$ cat config.mk
export PLATFORM = sky130hd
export DESIGN_NAME = npc_dist
export DESIGN_NICKNAME = d
export VERILOG_FILES = /design/src/hw/rtl/npc_pkg.sv /design/src/hw/rtl/npc_dist.sv
export SDC_FILE = /design/constraint.sdc
export NUM_CORES = 1
export LEC_CHECK = 0
export ABC_AREA = 1
export BUFFER_PORTS_ARGS = -buffer_cell sky130_fd_sc_hd__buf_2
export CORE_MARGIN = 3
export CORE_UTILIZATION = 55
export CTS_CLUSTER_SIZE = 28
export DETAILED_ROUTE_END_ITERATION = 10
export PLACE_DENSITY_LB_ADDON = 0.12
export SLEW_MARGIN = 40
export SYNTH_ARGS = -nofsm -noshare
export SYNTH_HDL_FRONTEND = slang
export SYNTH_SLANG_ARGS = --single-unit
$ cat constraint.sdc
create_clock -name clock -period 6.26 [get_ports clock]
set_clock_uncertainty 0.2 [all_clocks]
set_input_delay 0.313 -clock clock [delete_from_list [all_inputs] [get_ports clock]]
set_output_delay 0.313 -clock clock [all_outputs]
set_load 0.03 [all_outputs]
$ cat src/hw/rtl/npc_pkg.sv
// Shared types, constants and helpers for the nearest palette color search unit.
`default_nettype none

package npc_pkg;

   // Field widths
   localparam int CHANNEL_W = 8;
   localparam int ENTRY_W   = 3 * CHANNEL_W;
   localparam int INDEX_W   = 8;
   localparam int DIFF_W    = CHANNEL_W + 2;
   localparam int SQ_W      = 2 * DIFF_W;
   localparam int DIST_W    = SQ_W + 2;

   // Palette geometry
   localparam int NPC_PALETTE_ENTRIES = 256;
   localparam int INDEX_LIMIT         = 256;
   localparam int CHANNEL_SHIFT       = 2;

   // Beat kinds carried on tuser
   localparam logic KIND_LOAD  = 1'b0;
   localparam logic KIND_QUERY = 1'b1;

   // Sequencer states
   typedef enum logic [1:0] {
      ST_IDLE,
      ST_SCAN,
      ST_DRAIN,
      ST_DONE
   } npc_state_type;

   // Per-cycle scan control handed to the distance unit
   typedef struct packed {
      logic valid;
      logic last;
   } npc_scan_ctl_type;

   // Magnitude of query minus stored channel scaled by four
   function automatic logic [DIFF_W-1:0] abs_diff(input logic [CHANNEL_W-1:0] query,
                                                  input logic [CHANNEL_W-1:0] stored);
      logic [DIFF_W-1:0] scaled;
      logic [DIFF_W-1:0] q_ext;
      scaled = {stored, 2'b00};
      q_ext  = DIFF_W'(query);
      if (q_ext > scaled) begin
         abs_diff = q_ext - scaled;
      end else begin
         abs_diff = scaled - q_ext;
      end
   endfunction

endpackage

`default_nettype wire

$ cat src/hw/rtl/npc_dist.sv
// Three-stage squared distance pipeline with running minimum over the scanned entries.
`default_nettype none

module npc_dist #(
   parameter int IDX_W = 8
) (
   input  wire logic                                clock,
   input  wire logic                                reset,
   input  wire npc_pkg::npc_scan_ctl_type           scan_ctl,
   input  wire logic [IDX_W-1:0]                    scan_idx,
   input  wire logic [npc_pkg::ENTRY_W-1:0]         entry,
   input  wire logic [npc_pkg::CHANNEL_W-1:0]       query_red,
   input  wire logic [npc_pkg::CHANNEL_W-1:0]       query_green,
   input  wire logic [npc_pkg::CHANNEL_W-1:0]       query_blue,
   output logic      [IDX_W-1:0]                    win_idx,
   output logic                                     done
);

   localparam int CW = npc_pkg::CHANNEL_W;

   // Stage A: channel differences
   npc_pkg::npc_scan_ctl_type   a_ctl_ff;
   logic [IDX_W-1:0]            a_idx_ff;
   logic [npc_pkg::DIFF_W-1:0]  a_dr_ff, a_dg_ff, a_db_ff;

   // Stage B: channel squares
   npc_pkg::npc_scan_ctl_type   b_ctl_ff;
   logic [IDX_W-1:0]            b_idx_ff;
   logic [npc_pkg::SQ_W-1:0]    b_sr_ff, b_sg_ff, b_sb_ff;

   // Stage C: running minimum
   logic [npc_pkg::DIST_W-1:0]  min_dist_ff;
   logic [IDX_W-1:0]            win_idx_ff;
   logic                        done_ff;

   logic [npc_pkg::DIST_W-1:0]  sum_in;
   logic                        take_in;

   // Control valids
   always_ff @(posedge clock) begin
      if (reset) begin
         a_ctl_ff <= '0;
         b_ctl_ff <= '0;
         done_ff  <= 1'b0;
      end else begin
         a_ctl_ff <= scan_ctl;
         b_ctl_ff <= a_ctl_ff;
         done_ff  <= b_ctl_ff.valid & b_ctl_ff.last;
      end
   end

   // Differences against the entry at the ring head
   always_ff @(posedge clock) begin
      a_idx_ff <= scan_idx;
      a_dr_ff  <= npc_pkg::abs_diff(query_red,   entry[3*CW-1:2*CW]);
      a_dg_ff  <= npc_pkg::abs_diff(query_green, entry[2*CW-1:CW]);
      a_db_ff  <= npc_pkg::abs_diff(query_blue,  entry[CW-1:0]);
   end

   // Square each channel difference
   always_ff @(posedge clock) begin
      b_idx_ff <= a_idx_ff;
      b_sr_ff  <= npc_pkg::SQ_W'(a_dr_ff) * npc_pkg::SQ_W'(a_dr_ff);
      b_sg_ff  <= npc_pkg::SQ_W'(a_dg_ff) * npc_pkg::SQ_W'(a_dg_ff);
      b_sb_ff  <= npc_pkg::SQ_W'(a_db_ff) * npc_pkg::SQ_W'(a_db_ff);
   end

   // Sum and compare; strict less keeps the lower index on a tie
   always_comb begin
      sum_in  = npc_pkg::DIST_W'(b_sr_ff) + npc_pkg::DIST_W'(b_sg_ff)
              + npc_pkg::DIST_W'(b_sb_ff);
      take_in = b_ctl_ff.valid & ((b_idx_ff == '0) | (sum_in < min_dist_ff));
   end

   always_ff @(posedge clock) begin
      if (take_in) begin
         min_dist_ff <= sum_in;
         win_idx_ff  <= b_idx_ff;
      end
   end

   assign win_idx = win_idx_ff;
   assign done    = done_ff;

endmodule

`default_nettype wire

==> impl_metrics.ini <==
[timing]
slew_headroom_pct = 61.3
setup_violations = 0
hold_viol_final = 0
fmax_mhz = 202
worst_slew_pin_slew_ns = 0.580
setup_tns_ns = 0
fin_crit_sh_pct = 79.2
slew_viol_final = 0
rsz0062_at_grt = false
finalCriticalPeriod_ns = 4.96

[setup_path]
required_ns = 6.38
cp-end-kind = flip-flop
crit_path_max_incr_delay_ns = 0.55
cpMostUsedCell = fa_1
cp_slowest_cell = fa_1
cp_top_family = adder cells
path_max_fanout = 10
critPathBufInv = 3
worstSetupPathType = flip-flop to flip-flop
worstPathArrival_ns = 5.08
crit_path_start_kind = flip-flop
crit_chain = nand2_1, fa_1, fa_1, inv_1, fa_1, fa_1, inv_1, fa_1, inv_1, ha_1, nand2_1, nor2_1, nand3_1, nand3_1, nand2_1, nand3b_1, nand2_1

[floorplan]
rows = 61
core-area_um2 = 28200
die_x_um = 177
num_io_pins = 69
die_h_um = 177
dieArea_um2 = 31200
start_util_pct = 56.6

[placed_design]
routabilityCongestion = 0.878
dp_hpwl_um = 26600
portBuffers = 68

[drt]
ant_nets = 0
num_vias = 12613
via_per_inst = 4.93
dr.pass1.iters = 5
wl_um = 31700
drt-initial-drc-count = 580
drc = 0
wire_per_inst_um = 12.4

[yosys]
postSynthAreaPerCell_um2 = 7.61
synthCells = 2103
ys_ff_latch = 138
ys_seq_area_share_pct = 19.1
synth_ff_type = dfxtp_1
synthArstFlopShare_pct = 0
synth.cell_area_um2 = 16000
synth_edf_count = 30
yosysUniqueCellTypes = 40
yosys_warnings = 0

[global_routing]
overflow = 0
grt_use_total_pct = 21.7
grt_pass1_vias = 12627
grt_pass1_wl_um = 56400
grt_start_max_net_pins = 27
antenna_found_initial = 0

[cts]
numCtsBuffers = 17
clkLatencyLatePin_ns = 0.44
cts-root-buf = clkbuf_16
path_clk_slew_ns = 0.07
clock_sinks = 138
cts_tree = built
ctsHtreeMaxLevel = 4
cts.path.max_buffers = 2
ctsResizeCount = 0

[final_layout]
fillers = 2577
antenna_cells = 0
final_net_count = 2610
drive_gt1_share_pct = 5.50
syn2layout_area_growth_pct = 8.92

[hold_path]
min_path_type = primary input to flip-flop

[run]
maxCapViolCount = 0

[status]
status = completed
==> synthesized netlist by cell type (2+ instances only) <==
cell type / n / share of area (%)
nand2_4: 2 / 0.14
inv_1: 456 / 11
nand3_1: 71 / 2.2
or2_2: 3 / 0.12
or2_0: 2 / 0.078
o21ai_2: 5 / 0.27
ha_1: 216 / 17
buf_6: 4 / 0.28
xnor2_1: 21 / 1.1
a31oi_1: 3 / 0.12
nand2_2: 3 / 0.12
nand2_1: 588 / 14
nor3_1: 8 / 0.25
nor3_2: 2 / 0.13
edfxtp_1: 30 / 5.6
a21boi_0: 3 / 0.14
nor2_1: 128 / 3.0
and2_1: 3 / 0.12
nor4_1: 10 / 0.39
a21oi_1: 94 / 2.9
fa_1: 165 / 21
a21o_1: 14 / 0.66
clkbuf_1: 30 / 0.70
clkbuf_2: 3 / 0.094
dfxtp_1: 108 / 14
buf_4: 4 / 0.19
o21ai_0: 35 / 1.1
buf_2: 5 / 0.16
nand3b_1: 6 / 0.28
xor2_1: 59 / 3.2
o21bai_1: 5 / 0.23
o21ai_1: 7 / 0.22
nand4_1: 3 / 0.12
==> area by class of cell <==
class                      count  area [µm²]  share of cell area [%]
multi-input combinational   1464       11000                    63.1
sequential                   138        3060                    17.6
inverter                     457        1720                    9.85
timing repair buffer          91         568                    3.26
tap                          378         473                    2.71
clock buffer                  17         425                    2.44
clock inverter                15         176                    1.01
==> cell usage in the layout (no fill, tap or decap), types with 59 or more instances in the layout <==
cell | synthesis | final
a21oi_1 | 94 | 93
nand2_1 | 588 | 588
inv_1 | 456 | 456
fa_1 | 165 | 165
nor2_1 | 128 | 128
nand3_1 | 71 | 71
buf_2 | 5 | 68
dfxtp_1 | 108 | 108
xor2_1 | 59 | 59
ha_1 | 216 | 216
==> cells by family (layout without fill, tap and decap cells) <==
logic type | Yosys count | in the layout | synth area share [%]
simple gates | 829 | 829 | 20.8
buf+inv | 503 | 580 | 12.1
fa+ha+maj | 381 | 381 | 37.5
compound gates | 169 | 169 | 5.83
flops | 138 | 138 | 19.1
xor+xnor | 81 | 81 | 4.48
other cells | 1 | 3 | 0.0234
mux | 1 | 1 | 0.0626
==> worst register-to-register path: stages, from the launching register on <==
cell	delay, ns
dfxtp_1	0.54
nand2_1	0.21
fa_1	0.55
fa_1	0.54
inv_1	0.05
fa_1	0.50
fa_1	0.55
inv_1	0.05
fa_1	0.53
inv_1	0.04
ha_1	0.33
nand2_1	0.12
nor2_1	0.16
nand3_1	0.09
nand3_1	0.15
nand2_1	0.09
nand3b_1	0.09
nand2_1	0.05
==> state kept, by name, indices dropped and copies added, names as in the netlist <==
name	flops
win_idx	8
a_ctl_ff	2
a_idx_ff	8
a_dr_ff	10
b_sg_ff	19
a_db_ff	10
b_sr_ff	19
b_idx_ff	8
b_sb_ff	19
min_dist_ff	22
b_ctl_ff	2
done	1
a_dg_ff	10
==> worst paths after layout <==
check / start / to / slack, ns / depth (start not counted)
worst min-delay path: entry[6] / a_db_ff[8]$_DFF_P_ / 0.02 / 3
worst max-delay path: a_db_ff[9]$_DFF_P_ / b_sb_ff[19]$_DFF_P_ / 1.30 / 17
worst max register to register: a_db_ff[9]$_DFF_P_ / b_sb_ff[19]$_DFF_P_ / 1.30 / 17
worst min register to register: a_idx_ff[2]$_DFF_P_ / b_idx_ff[2]$_DFF_P_ / 0.13 / 0
==> timing repair <==
action                                 in CTS  in global routing
hold buffers                               22                  0
endpoints found under the hold margin      22                  0
buffers inserted                            0                  0
==> metal layers <==
metal  global-route usage, %  part of all wire (%)
met5                       0                     0
met3                    3.05                   3.4
met2                    37.5                    48
met1                    29.5                    48
met4                    4.26                  0.89
==> through the flow <==
stage               setup slack [ns]  hold slack [ns]  std cells  instance area [µm²]  util [%]
global placement                1.47            0.112       2506                16600      58.8
global route                   0.955           0.0312       2560                17400      61.7
detailed placement              1.33            0.112       2506                16600      58.8
floorplan                       1.56            0.110       2105                16000         -
finish                          1.30           0.0195       2560                17400      61.7
CTS                             1.30          0.00611       2560                17400      61.7
Power is left out: the tool's default activity adds up to more than one toggle a clock period on the data nets, which glitch-free logic cannot reach.
