==> config.mk <==
export PLATFORM = sky130hd
export DESIGN_NAME = npc_cell
export DESIGN_NICKNAME = d
export VERILOG_FILES = /design/src/hw/rtl/npc_pkg.sv /design/src/hw/rtl/npc_cell.sv
export SDC_FILE = /design/constraint.sdc
export NUM_CORES = 1
export LEC_CHECK = 0
export ABC_AREA = 1
export BUFFER_PORTS_ARGS = -buffer_cell sky130_fd_sc_hd__buf_2
export CORE_MARGIN = 2
export CORE_UTILIZATION = 42
export DETAILED_ROUTE_END_ITERATION = 16
export PLACE_DENSITY = 0.79
export SYNTH_ARGS = -nofsm -noshare
export SYNTH_HDL_FRONTEND = slang
export SYNTH_SLANG_ARGS = --single-unit
==> constraint.sdc <==
create_clock -name clock -period 0.8 [get_ports clock]
set_input_delay 0.04 -clock clock [delete_from_list [all_inputs] [get_ports clock]]
set_output_delay 0.04 -clock clock [all_outputs]
set_load 0.05 [all_outputs]
==> src/hw/rtl/npc_pkg.sv <==
// Shared types, constants and helpers for the nearest palette color search unit.
`default_nettype none

package npc_pkg;

   // Field widths
   localparam int CHANNEL_W = 8;
   localparam int ENTRY_W   = 3 * CHANNEL_W;
   localparam int INDEX_W   = 8;
   localparam int DIFF_W    = CHANNEL_W + 2;
   localparam int SQ_W      = 2 * DIFF_W;
   localparam int DIST_W    = SQ_W + 2;

   // Palette geometry
   localparam int NPC_PALETTE_ENTRIES = 256;
   localparam int INDEX_LIMIT         = 256;
   localparam int CHANNEL_SHIFT       = 2;

   // Beat kinds carried on tuser
   localparam logic KIND_LOAD  = 1'b0;
   localparam logic KIND_QUERY = 1'b1;

   // Sequencer states
   typedef enum logic [1:0] {
      ST_IDLE,
      ST_SCAN,
      ST_DRAIN,
      ST_DONE
   } npc_state_type;

   // Per-cycle scan control handed to the distance unit
   typedef struct packed {
      logic valid;
      logic last;
   } npc_scan_ctl_type;

   // Magnitude of query minus stored channel scaled by four
   function automatic logic [DIFF_W-1:0] abs_diff(input logic [CHANNEL_W-1:0] query,
                                                  input logic [CHANNEL_W-1:0] stored);
      logic [DIFF_W-1:0] scaled;
      logic [DIFF_W-1:0] q_ext;
      scaled = {stored, 2'b00};
      q_ext  = DIFF_W'(query);
      if (q_ext > scaled) begin
         abs_diff = q_ext - scaled;
      end else begin
         abs_diff = scaled - q_ext;
      end
   endfunction

endpackage

`default_nettype wire

==> src/hw/rtl/npc_cell.sv <==
// One palette cell of the rotating ring: holds one entry and passes it on while scanning.
`default_nettype none

module npc_cell (
   input  wire logic                          clock,
   input  wire logic                          reset,
   input  wire logic                          shift_en,
   input  wire logic                          load_en,
   input  wire logic [npc_pkg::ENTRY_W-1:0]   load_data,
   input  wire logic [npc_pkg::ENTRY_W-1:0]   next_data,
   output logic      [npc_pkg::ENTRY_W-1:0]   data_out
);

   logic [npc_pkg::ENTRY_W-1:0] data_ff;
   logic [npc_pkg::ENTRY_W-1:0] data_in;

   // Take the neighbor's entry while scanning, else load or hold
   always_comb begin
      data_in = data_ff;
      if (shift_en) begin
         data_in = next_data;
      end else if (load_en) begin
         data_in = load_data;
      end
   end

   always_ff @(posedge clock) begin
      if (reset) begin
         data_ff <= '0;
      end else begin
         data_ff <= data_in;
      end
   end

   assign data_out = data_ff;

endmodule

`default_nettype wire

==> results_tabular.tex, run 1 <==
\begin{tabular}{lr}
\hline
Metric & Value \\
\hline
\multicolumn{2}{l}{\textbf{Yosys}} \\
\quad Synthesized-area fraction occupied by and/or/nand/nor cells & 45.0\% \\
\quad Ranking of synthesized cells by area & sky130\_fd\_sc\_hd\_\_dfxtp\_1 39\%, sky130\_fd\_sc\_hd\_\_nand3\_1 19\%, sky130\_fd\_sc\_hd\_\_nand2\_1 19\%, sky130\_fd\_sc\_hd\_\_inv\_1 7.6\%, sky130\_fd\_sc\_hd\_\_nand2\_2 5.1\% \\
\quad Parity-gate share of the synthesized area counting xor and xnor cells & 0\% \\
\quad Synthesized-area fraction occupied by adder cells & 0\% \\
\quad Area share of the leading cell type in the synthesized netlist & 38.9\% \\
\quad Share of cell area taken by muxes after synthesis & 0\% \\
\quad Dominant combinational cell family by area after synthesis & simple AND/OR/NAND/NOR gates \\
\quad Netlist area before placement & 1230 um2 \\
\quad Synth warn & 0 \\
\quad Number of distinct library cells after synthesis & 11 \\
\quad Syn\_nets & 235 \\
\quad Post-synthesis instance total & 183 \\
\quad Average size of a mapped cell & $\sim$6.7 um2 \\
\quad Number of synthesized register bits & 24 \\
\quad Cell type with the largest total area after synthesis & sky130\_fd\_sc\_hd\_\_dfxtp\_1 \\
\quad Sequential area share after synthesis & 38.9\% \\
\quad Fraction of the mapped netlist area in compound gates & 0\% \\
\multicolumn{2}{l}{\textbf{Worst setup path}} \\
\quad Combined buffer and inverter count along the critical path & 1 \\
\quad Category of cells accounting for the largest share of critical-path delay & flip-flops \\
\quad Termination of the worst setup path & data\_out[20] \\
\quad Longest individual stage delay on the worst path & between 0.3 and 0.4 ns \\
\quad Worst Path Class, Setup & flip-flop to output port \\
\quad Worst endpoint data arrival time & 0.85 ns \\
\quad Required arrival time at the worst endpoint & 0.76 ns \\
\quad Cell depth of the worst setup path & 1 \\
\quad Worst reg2reg startpoint & data\_out[11] \\
\quad Endpoint of the most critical register-to-register path & data\_out[11] \\
\quad Peak fanout along the critical path & 2 \\
\quad Worst Reg2Reg Path Length in Cells & 5 \\
\quad Crit start category & flip-flop \\
\quad Critical Path End Type & output port \\
\quad CP startpoint & data\_out[20] \\
\quad Slowest-stage cell, CP & sky130\_fd\_sc\_hd\_\_dfxtp\_2 \\
\quad Cell-by-cell listing of the critical path & buf\_8 \\
\quad R2r setup slk & 0.02 ns \\
\multicolumn{2}{l}{\textbf{Drt}} \\
\quad Post-DR wirelength/cell & 11.7 um \\
\quad Detailed Routing Iterations Pass 1 & 4 \\
\quad Drt drc & 0 \\
\quad Vias & 1449 \\
\quad Starting DRT DRC Count & 43 \\
\quad Via density per instance & 4.85 \\
\quad Routed WL & 3510 um \\
\quad Number of antenna-violating nets in the routed design & 0 \\
\multicolumn{2}{l}{\textbf{STA}} \\
\quad Total of endpoints with negative setup slack in the final report & 24 \\
\quad Unrepaired setup endpoints after global routing & true \\
\quad Final setup TNS & -1.76 ns \\
\quad Count of endpoints failing hold in the final timing report & 0 \\
\quad Final worst clock skew & 0 ns \\
\quad Worst slew margin relative to its limit & 83.4\% \\
\quad Post-route worst setup slack & -0.0926 ns \\
\quad Hold WS & 0.00195 ns \\
\quad Timing-limited maximum frequency & 1120 MHz \\
\quad Portion of the clock cycle consumed by the worst path in the final layout & 112\% \\
\quad Slew Viols, Final & 0 \\
\quad Actual transition at the worst max-transition pin & roughly 0.25 ns \\
\quad Final Critical Period & 0.893 ns \\
\multicolumn{2}{l}{\textbf{Cells and area}} \\
\quad Layout Nets & 321 \\
\quad Post-Route Utilization & $\sim$73\% \\
\quad Most common cell after layout, fill and taps aside & sky130\_fd\_sc\_hd\_\_nand2\_1 \\
\quad Synth-to-layout area growth & 65.4\% \\
\quad Number of inserted filler cells in the final layout & 241 \\
\quad Share of cells above drive strength 1 & between 50\% and 60\% \\
\quad Diodes inserted & 0 \\
\quad Final cell area excluding filler cells & 2040 um2 \\
\quad Largest register FFs & 24 \\
\quad Most frequent cells in the layout & 60 x sky130\_fd\_sc\_hd\_\_nand2\_1, 51 x sky130\_fd\_sc\_hd\_\_buf\_2, 43 x sky130\_fd\_sc\_hd\_\_nand3\_1 \\
\quad Post-layout instance count excluding filler cells & 299 \\
\multicolumn{2}{l}{\textbf{Die}} \\
\quad Effective utilization at floorplan & 44.4\% \\
\quad Die Span Y & $\sim$58 um \\
\quad Number of cell rows & 19 \\
\quad Top-level port count & 76 \\
\quad Chip width & 58.2 um \\
\quad Core area & 2780 um2 \\
\quad Die footprint & 3390 um2 \\
\multicolumn{2}{l}{\textbf{Placement}} \\
\quad Setup WS pre-CTS & around 0.008 ns \\
\quad Gp weighted congestion & 0.781 \\
\quad Cell Area, Placed & 1670 um2 \\
\quad Placed cells & 285 \\
\quad Total half-perimeter wirelength after legalization and detailed placement & between 2000 and 2500 um \\
\quad Port buffer count & 75 \\
\multicolumn{2}{l}{\textbf{Global routing}} \\
\quad Global routing usage summed across all routing layers & 21.0\% \\
\quad Vias in the first global route & 1380 \\
\quad First-pass GRT wire length & 5590 um \\
\quad Number of antenna violations at the first check in global routing & 0 \\
\quad Global route overflow & 0 \\
\quad Largest net degree at the start of global routing & 25 \\
\multicolumn{2}{l}{\textbf{Pwr}} \\
\quad Part of the total power dissipated in the clock network & 26.9\% \\
\quad Cell-internal power & 2.25 mW \\
\quad VDD IR-drop max & 1.41 mV \\
\quad Switching part of the total power & 31.0\% \\
\quad Seq pwr share & 41.6\% \\
\quad Lkg Pwr & 1.19 nW \\
\quad Switching power total & 1.01 mW \\
\quad Power after layout & approximately 3.3 mW \\
\quad Relative contribution of combinational cells to total power & 31.5\% \\
\quad Power per standard cell area & 1600 nW/um2 \\
\multicolumn{2}{l}{\textbf{Run status}} \\
\quad Outcome & finished, violations left \\
\quad Violations in the final reports & negative setup slack \\
\multicolumn{2}{l}{\textbf{Worst hold path}} \\
\quad Worst hold path startpoint & next\_data[18] \\
\quad Min-delay worst type & input pin to flip-flop \\
\multicolumn{2}{l}{\textbf{Clocking}} \\
\quad Hold buffer count at cts & 0 \\
\quad Clock root buffer master & sky130\_fd\_sc\_hd\_\_clkbuf\_4 \\
\quad Worst-case clock buffer depth & 2 \\
\quad Count of clock tree sinks & 24 \\
\quad CTS tree & built \\
\quad Worst-Skew Late Latency & 0.31 ns \\
\quad Number of levels the H-tree was split into & 1 \\
\quad Number of clock buffers inserted by TritonCTS & 3 \\
\quad Clock-pin slew of the registers on the worst-case setup and hold paths & 0.14 ns \\
\multicolumn{2}{l}{\textbf{Job}} \\
\quad Max cap viols & 0 \\
\hline
\end{tabular}
kinds of logic (layout without fill, tap and decap cells):
kind of cell / Yosys count / in the layout
and+or+nand+nor: 121 / 121
DFF: 24 / 24
buffers and inverters: 38 / 123
synth_stat cells:
library cell / n
sky130_fd_sc_hd__buf_2: 5
sky130_fd_sc_hd__nor2_8: 1
sky130_fd_sc_hd__inv_4: 1
sky130_fd_sc_hd__buf_6: 2
sky130_fd_sc_hd__inv_1: 25
sky130_fd_sc_hd__dfxtp_1: 24
sky130_fd_sc_hd__nand2_2: 10
sky130_fd_sc_hd__nand3_1: 48
sky130_fd_sc_hd__buf_12: 1
sky130_fd_sc_hd__buf_4: 4
sky130_fd_sc_hd__nand2_1: 62
repair_timing:
item | in CTS | in global routing
resized for setup | 59 | 15
pin swaps | 0 | 1
setup endpoints to repair | 24 | 31
setup buffers | 10 | 0
layout make-up:
class	instances	area (um2)	share of cell area, %
clock buffer	3	22.5	1.10
clock inverter	1	30.0	1.47
inverter	26	100	4.90
multi-input combinational	121	586	28.7
sequential	24	510	25.0
tap	31	38.8	1.90
timing repair buffer	93	753	36.9
per-layer routing:
metal  up-vias  part of all wire [%]  GRT usage [%]
met3         7                   3.9           2.46
met1       672                    42           23.9
met5         -                     0              0
met4         0                   1.9           9.30
met2        40                    52           39.1
li1        730                     -              -
power groups by stage:
stage | sequential [mW] | combinational [mW] | clock (mW)
final | 1.36 | 1.03 | 0.880
after detailed placement | 1.36 | 0.818 | 0
after global placement | 1.36 | 0.810 | 0
after global routing | 1.37 | 1.10 | 0.943
after floorplan | 1.64 | 0.290 | 0
after CTS | 1.35 | 0.992 | 0.884
how the worst min path moves through the flow:
stage | cells after the start | endpoint | slack [ns]
2_1_floorplan | 3 | data_out[0] | 0.23
3_3_place_gp | 5 | data_out[22] | 0.33
3_5_place_dp | 5 | data_out[21] | 0.34
4_1_cts | 5 | data_out[22] | 0.0006
5_1_grt | 5 | data_out[23] | 0.01
6_report | 5 | data_out[18] | 0.002
Power figures use the tool's default switching activity.
==> run 2, diff against run 1 <==
- BUFFER_PORTS_ARGS: -buffer_cell sky130_fd_sc_hd__buf_2 -> -buffer_cell sky130_fd_sc_hd__buf_4
==> results_tabular.tex, run 2 (synthesis gave the netlist of run 1 again) <==
\begin{tabular}{lr}
\hline
Metric & Value \\
\hline
\multicolumn{2}{l}{\textbf{Clocking}} \\
\quad Worst-Skew Late Latency & 0.30 ns (was 0.31 ns) \\
\quad Clock root buffer master & sky130\_fd\_sc\_hd\_\_clkbuf\_4 (unchanged) \\
\quad Number of levels the H-tree was split into & 1 (unchanged) \\
\quad Hold buffer count at cts & 0 (unchanged) \\
\quad Clock-pin slew of the registers on the worst-case setup and hold paths & 0.13 ns (was 0.14 ns) \\
\quad Worst-case clock buffer depth & 2 (unchanged) \\
\quad CTS tree & built (unchanged) \\
\quad Number of clock buffers inserted by TritonCTS & 3 (unchanged) \\
\quad Count of clock tree sinks & 24 (unchanged) \\
\multicolumn{2}{l}{\textbf{Worst setup path}} \\
\quad Longest individual stage delay on the worst path & 0.38 ns (about the same) \\
\quad Combined buffer and inverter count along the critical path & 1 (unchanged) \\
\quad Worst endpoint data arrival time & 0.83 ns (was 0.85 ns) \\
\quad Worst Path Class, Setup & flip-flop to output port (unchanged) \\
\quad Category of cells accounting for the largest share of critical-path delay & flip-flops (unchanged) \\
\quad Critical Path End Type & output port (unchanged) \\
\quad Endpoint of the most critical register-to-register path & data\_out[19] (was data\_out[11]) \\
\quad R2r setup slk & 0.03 ns (was 0.02 ns) \\
\quad Slowest-stage cell, CP & sky130\_fd\_sc\_hd\_\_dfxtp\_2 (unchanged) \\
\quad Required arrival time at the worst endpoint & 0.76 ns (about the same) \\
\quad Peak fanout along the critical path & 2 (unchanged) \\
\quad Crit start category & flip-flop (unchanged) \\
\quad Worst Reg2Reg Path Length in Cells & 5 (unchanged) \\
\quad Worst reg2reg startpoint & data\_out[19] (was data\_out[11]) \\
\quad Cell-by-cell listing of the critical path & buf\_8 (unchanged) \\
\multicolumn{2}{l}{\textbf{Cells and area}} \\
\quad Most frequent cells in the layout & 61 x sky130\_fd\_sc\_hd\_\_buf\_4, 60 x sky130\_fd\_sc\_hd\_\_nand2\_1, 41 x sky130\_fd\_sc\_hd\_\_nand3\_1 (was 60 x sky130\_fd\_sc\_hd\_\_nand2\_1, 51 x sky130\_fd\_sc\_hd\_\_buf\_2, 43 x sky130\_fd\_sc\_hd\_\_nand3\_1) \\
\quad Synth-to-layout area growth & 79.9\% (was 65.4\%) \\
\quad Post-layout instance count excluding filler cells & 299 (unchanged) \\
\quad Post-Route Utilization & 79.8\% (was 73.4\%) \\
\quad Most common cell after layout, fill and taps aside & sky130\_fd\_sc\_hd\_\_buf\_4 (was sky130\_fd\_sc\_hd\_\_nand2\_1) \\
\quad Layout Nets & 321 (unchanged) \\
\quad Share of cells above drive strength 1 & 53.0\% (was 52.6\%) \\
\quad Diodes inserted & 0 (unchanged) \\
\quad Largest register FFs & 24 (unchanged) \\
\quad Final cell area excluding filler cells & 2220 um2 (was 2040 um2) \\
\quad Number of inserted filler cells in the final layout & 198 (was 241) \\
\multicolumn{2}{l}{\textbf{Die}} \\
\quad Core area & 2780 um2 (unchanged) \\
\quad Die Span Y & 58.2 um (unchanged) \\
\quad Top-level port count & 76 (unchanged) \\
\quad Chip width & 58.2 um (unchanged) \\
\quad Number of cell rows & 19 (unchanged) \\
\quad Effective utilization at floorplan & 44.4\% (unchanged) \\
\quad Die footprint & 3390 um2 (unchanged) \\
\multicolumn{2}{l}{\textbf{Pwr}} \\
\quad Power per standard cell area & 1410 nW/um2 (was 1600 nW/um2) \\
\quad Power after layout & 3.12 mW (was 3.27 mW) \\
\quad VDD IR-drop max & 1.03 mV (was 1.41 mV) \\
\quad Lkg Pwr & 1.29 nW (was 1.19 nW) \\
\multicolumn{2}{l}{\textbf{Drt}} \\
\quad Detailed Routing Iterations Pass 1 & 4 (unchanged) \\
\quad Drt drc & 0 (unchanged) \\
\quad Via density per instance & 4.81 (was 4.85) \\
\quad Starting DRT DRC Count & 50 (was 43) \\
\quad Met3 routed WL & 211 um (was 136 um) \\
\quad Number of antenna-violating nets in the routed design & 0 (unchanged) \\
\quad Post-DR wirelength/cell & 12.3 um (was 11.7 um) \\
\quad Vias & 1439 (was 1449) \\
\quad Routed WL & 3680 um (was 3510 um) \\
\quad Met2 WL post-DR & 2030 um (was 1820 um) \\
\quad Topmost layer with routed signal wires & met4 (unchanged) \\
\quad Length of routed wiring on met1 & 1390 um (was 1490 um) \\
\multicolumn{2}{l}{\textbf{STA}} \\
\quad Portion of the clock cycle consumed by the worst path in the final layout & 109\% (was 112\%) \\
\quad Timing-limited maximum frequency & 1140 MHz (was 1120 MHz) \\
\quad Count of endpoints failing hold in the final timing report & 0 (unchanged) \\
\quad Final worst clock skew & 0 ns (unchanged) \\
\quad Final Critical Period & 0.874 ns (was 0.893 ns) \\
\quad Actual transition at the worst max-transition pin & 0.230 ns (was 0.249 ns) \\
\quad Slew Viols, Final & 0 (unchanged) \\
\quad Unrepaired setup endpoints after global routing & true (unchanged) \\
\quad Post-route worst setup slack & -0.0739 ns (was -0.0926 ns) \\
\quad Total of endpoints with negative setup slack in the final report & 24 (unchanged) \\
\quad Hold WS & 0.0198 ns (was 0.00195 ns) \\
\quad Final setup TNS & -1.39 ns (was -1.76 ns) \\
\quad Worst slew margin relative to its limit & 84.7\% (was 83.4\%) \\
\multicolumn{2}{l}{\textbf{Placement}} \\
\quad Placed cells & 285 (unchanged) \\
\quad Gp weighted congestion & 0.818 (was 0.781) \\
\quad Cell Area, Placed & 1870 um2 (was 1670 um2) \\
\quad Port buffer count & 75 (unchanged) \\
\quad Total half-perimeter wirelength after legalization and detailed placement & 2490 um (was 2320 um) \\
\quad Setup WS pre-CTS & 0.0343 ns (was 0.00818 ns) \\
\multicolumn{2}{l}{\textbf{Global routing}} \\
\quad First-pass GRT wire length & 5900 um (was 5590 um) \\
\quad Global routing usage summed across all routing layers & 22.6\% (was 21.0\%) \\
\quad Number of antenna violations at the first check in global routing & 0 (unchanged) \\
\quad Vias in the first global route & 1373 (was 1380) \\
\quad Global route overflow & 0 (unchanged) \\
\quad Largest net degree at the start of global routing & 25 (unchanged) \\
\multicolumn{2}{l}{\textbf{Run status}} \\
\quad Violations in the final reports & negative setup slack (unchanged) \\
\quad Outcome & finished, violations left (unchanged) \\
\multicolumn{2}{l}{\textbf{Worst hold path}} \\
\quad Min-delay worst type & input pin to flip-flop (unchanged) \\
\quad Hold path endpoint & data\_out[17] (was data\_out[18]) \\
\quad Hold Path Cell Cnt & 5 (unchanged) \\
\quad Worst hold path startpoint & next\_data[17] (was next\_data[18]) \\
\multicolumn{2}{l}{\textbf{Job}} \\
\quad Max cap viols & 0 (unchanged) \\
\hline
\end{tabular}
[run 2: cell count changes in the layout (fill, tap and decap cells not counted), sizes merged]
cell	before	now
bufinv	1	0
clkbuf	3	4
[run 2: power by group]
group / switching (mW) / internal (mW) / leakage, nW
Clock: 0.345 / 0.277 / 0.0210
Combinational: 0.581 / 0.553 / 1.06
Sequential: 0.0722 / 1.29 / 0.207
[run 2: worst max-delay path by stage]
stage,start,depth (start not counted),slack (ns),end
global route,data_out[15],1,-0.12,data_out[15]
global placement,shift_en,6,0.06,data_out[1]
finish,data_out[22],1,-0.07,data_out[22]
CTS,data_out[13],1,-0.08,data_out[13]
floorplan,data_out[10],4,0.05,data_out[10]
detailed placement,shift_en,7,0.03,data_out[22]
[run 2: routing by layer]
layer	GRT usage [%]	vias to the layer above
li1	-	730
met1	26.7	657
met2	40.1	48
met3	4.24	4
met4	8.97	0
met5	0	-
[run 2: area by class of cell]
| cell class | instances | area [um2] | area share, % |
|---|---|---|---|
| clock buffers | 4 | 36.3 | 1.63 |
| multi-input cells | 121 | 611 | 27.5 |
| repair buffers | 93 | 923 | 41.6 |
| inverters | 26 | 100 | 4.51 |
| well taps | 31 | 38.8 | 1.75 |
| flip-flops and latches | 24 | 510 | 23.0 |
[run 2: timing repair]
item,in CTS,in global routing
buffers inserted,10,0
pin swaps,0,7
gates resized for setup,42,20
setup endpoints to repair,24,32
==> run 3, diff against run 2 <==
==> constraint.sdc (replaced) <==
create_clock -name clock -period 0.8 [get_ports clock]
set_input_delay 0.2 -clock clock [delete_from_list [all_inputs] [get_ports clock]]
set_output_delay 0.2 -clock clock [all_outputs]
set_load 0.05 [all_outputs]
==> results_tabular.tex, run 3 (synthesis gave the netlist of run 1 again) <==
\begin{tabular}{lr}
\hline
Metric & Value \\
\hline
\multicolumn{2}{l}{\textbf{Run status}} \\
\quad Outcome & finished, violations left (unchanged) \\
\quad Violations in the final reports & negative setup slack (unchanged) \\
\multicolumn{2}{l}{\textbf{Die}} \\
\quad Number of cell rows & 19 (unchanged) \\
\quad Top-level port count & 76 (unchanged) \\
\quad Chip width & 58.2 um (unchanged) \\
\quad Die footprint & 3390 um2 (unchanged) \\
\quad Core area & 2780 um2 (unchanged) \\
\quad Die Span Y & 58.2 um (unchanged) \\
\quad Effective utilization at floorplan & 44.4\% (unchanged) \\
\multicolumn{2}{l}{\textbf{Worst setup path}} \\
\quad Peak fanout along the critical path & 2 (unchanged) \\
\quad Worst endpoint data arrival time & 0.85 ns (was 0.83 ns) \\
\quad Crit start category & flip-flop (unchanged) \\
\quad Combined buffer and inverter count along the critical path & 1 (unchanged) \\
\quad Slowest-stage cell, CP & sky130\_fd\_sc\_hd\_\_dfxtp\_2 (unchanged) \\
\quad Longest individual stage delay on the worst path & 0.39 ns (was 0.38 ns) \\
\quad Critical Path End Type & output port (unchanged) \\
\quad R2r setup slk & -0.01 ns (was 0.03 ns) \\
\quad Category of cells accounting for the largest share of critical-path delay & flip-flops (unchanged) \\
\quad Cell-by-cell listing of the critical path & buf\_8 (unchanged) \\
\quad Required arrival time at the worst endpoint & 0.60 ns (was 0.76 ns) \\
\quad Worst Path Class, Setup & flip-flop to output port (unchanged) \\
\multicolumn{2}{l}{\textbf{STA}} \\
\quad Total of endpoints with negative setup slack in the final report & 25 (was 24) \\
\quad Unrepaired setup endpoints after global routing & true (unchanged) \\
\quad Post-route worst setup slack & -0.255 ns (was -0.0739 ns) \\
\quad Portion of the clock cycle consumed by the worst path in the final layout & 132\% (was 109\%) \\
\quad Hold WS & 0.162 ns (was 0.0198 ns) \\
\quad Slew Viols, Final & 0 (unchanged) \\
\quad Final worst clock skew & 0 ns (unchanged) \\
\quad Actual transition at the worst max-transition pin & 0.233 ns (was 0.230 ns) \\
\quad Count of endpoints failing hold in the final timing report & 0 (unchanged) \\
\quad Final Critical Period & 1.05 ns (was 0.874 ns) \\
\quad Worst slew margin relative to its limit & 84.5\% (was 84.7\%) \\
\quad Timing-limited maximum frequency & 948 MHz (was 1140 MHz) \\
\multicolumn{2}{l}{\textbf{Global routing}} \\
\quad Met1 Usage GRT & 28.5\% (was 26.7\%) \\
\quad Number of antenna violations at the first check in global routing & 0 (unchanged) \\
\quad Largest net degree at the start of global routing & 25 (unchanged) \\
\quad Routing usage on met2 & 38.5\% (was 40.1\%) \\
\quad Vias in the first global route & 1376 (was 1373) \\
\quad Global routing usage summed across all routing layers & 22.8\% (was 22.6\%) \\
\quad Met3 usage in global routing & 5.80\% (was 4.24\%) \\
\quad First-pass GRT wire length & 5990 um (was 5900 um) \\
\quad GRT Max-Usage Layer & met2 (unchanged) \\
\quad Global route overflow & 0 (unchanged) \\
\multicolumn{2}{l}{\textbf{Cells and area}} \\
\quad Synth-to-layout area growth & 81.9\% (was 79.9\%) \\
\quad Largest register FFs & 24 (unchanged) \\
\quad Diodes inserted & 0 (unchanged) \\
\quad Final cell area excluding filler cells & 2240 um2 (was 2220 um2) \\
\quad Share of cells above drive strength 1 & 54.3\% (was 53.0\%) \\
\quad Most common cell after layout, fill and taps aside & sky130\_fd\_sc\_hd\_\_buf\_4 (unchanged) \\
\quad Post-Route Utilization & 80.7\% (was 79.8\%) \\
\quad Layout Nets & 322 (was 321) \\
\quad Most frequent cells in the layout & 63 x sky130\_fd\_sc\_hd\_\_buf\_4, 61 x sky130\_fd\_sc\_hd\_\_nand2\_1, 38 x sky130\_fd\_sc\_hd\_\_nand3\_1 (was 61 x sky130\_fd\_sc\_hd\_\_buf\_4, 60 x sky130\_fd\_sc\_hd\_\_nand2\_1, 41 x sky130\_fd\_sc\_hd\_\_nand3\_1) \\
\multicolumn{2}{l}{\textbf{Placement}} \\
\quad Port buffer count & 75 (unchanged) \\
\quad Cell Area, Placed & 1920 um2 (was 1870 um2) \\
\quad Gp weighted congestion & 0.761 (was 0.818) \\
\quad Total half-perimeter wirelength after legalization and detailed placement & 2490 um (about the same) \\
\multicolumn{2}{l}{\textbf{Worst hold path}} \\
\quad Min-delay worst type & input pin to flip-flop (unchanged) \\
\multicolumn{2}{l}{\textbf{Drt}} \\
\quad Via density per instance & 4.82 (was 4.81) \\
\quad Vias & 1445 (was 1439) \\
\quad Starting DRT DRC Count & 32 (was 50) \\
\quad Drt drc & 0 (unchanged) \\
\quad Detailed Routing Iterations Pass 1 & 4 (unchanged) \\
\quad Number of antenna-violating nets in the routed design & 0 (unchanged) \\
\quad Post-DR wirelength/cell & 12.2 um (was 12.3 um) \\
\quad Routed WL & 3660 um (was 3680 um) \\
\multicolumn{2}{l}{\textbf{Clocking}} \\
\quad Count of clock tree sinks & 24 (unchanged) \\
\quad Number of clock buffers inserted by TritonCTS & 3 (unchanged) \\
\quad Clock root buffer master & sky130\_fd\_sc\_hd\_\_clkbuf\_4 (unchanged) \\
\quad Clock-pin slew of the registers on the worst-case setup and hold paths & 0.14 ns (was 0.13 ns) \\
\quad CTS tree & built (unchanged) \\
\quad Worst-Skew Late Latency & 0.32 ns (was 0.30 ns) \\
\quad Number of levels the H-tree was split into & 1 (unchanged) \\
\quad Worst-case clock buffer depth & 2 (unchanged) \\
\multicolumn{2}{l}{\textbf{Pwr}} \\
\quad Power per standard cell area & 1510 nW/um2 (was 1410 nW/um2) \\
\quad Lkg Pwr & 1.28 nW (was 1.29 nW) \\
\quad VDD IR-drop max & 1.38 mV (was 1.03 mV) \\
\multicolumn{2}{l}{\textbf{Job}} \\
\quad Max cap viols & 0 (unchanged) \\
\hline
\end{tabular}
## run 3: final timing paths
path | from | to | depth (start not counted)
max reg2reg | data_out[20] | data_out[20] | 5
min | next_data[10] | data_out[10] | 5
max | data_out[19] | data_out[19] | 1
min reg2reg | data_out[1] | data_out[1] | 4
## run 3: cell type report
| type | count | area, um2 |
|---|---|---|
| Timing Repair Buffer | 94 | 935 |
| Multi-Input combinational cell | 121 | 608 |
| Fill cell | 195 | 537 |
| Sequential cell | 24 | 510 |
| Inverter | 26 | 100 |
| Tap cell | 31 | 38.8 |
| Clock inverter | 1 | 30.0 |
| Clock buffer | 3 | 22.5 |
## run 3: per-layer routing
layer | vias to the layer above | wire length (um)
met4 | 0 | 42
met2 | 63 | 1820
met1 | 644 | 1470
met5 | - | 0
met3 | 4 | 328
li1 | 734 | -
## run 3: power breakdown
group / total [mW] / switching, mW / internal, mW
clock network: 0.889 / 0.382 / 0.507
registers: 1.37 / 0.0733 / 1.29
logic: 1.14 / 0.581 / 0.560
## run 3: timing repair
| action | in CTS | in global routing |
|---|---|---|
| setup buffers | 10 | 1 |
| endpoints found under the setup margin | 24 | 30 |
| resized for setup | 38 | 15 |
| pin swaps | 0 | 5 |
| hold buffers | 0 | 0 |
## run 3: tightest hold or removal path: cells and delay by family
family / cells / cell delay [ns]
buf+inv: 2 / 0.11
simple gates: 3 / 0.15
## run 3: through the flow
stage | worst slack (ns) | cells | total power, mW | setup TNS (ns)
3_3_place_gp | -0.0932 | 286 | 2.32 | -2.01
2_1_floorplan | -0.0386 | 183 | 1.96 | -0.711
6_report | -0.255 | 300 | 3.40 | -5.64
4_1_cts | -0.248 | 300 | 3.36 | -5.69
5_1_grt | -0.306 | 300 | 3.57 | -6.89
3_5_place_dp | -0.111 | 286 | 2.33 | -2.35
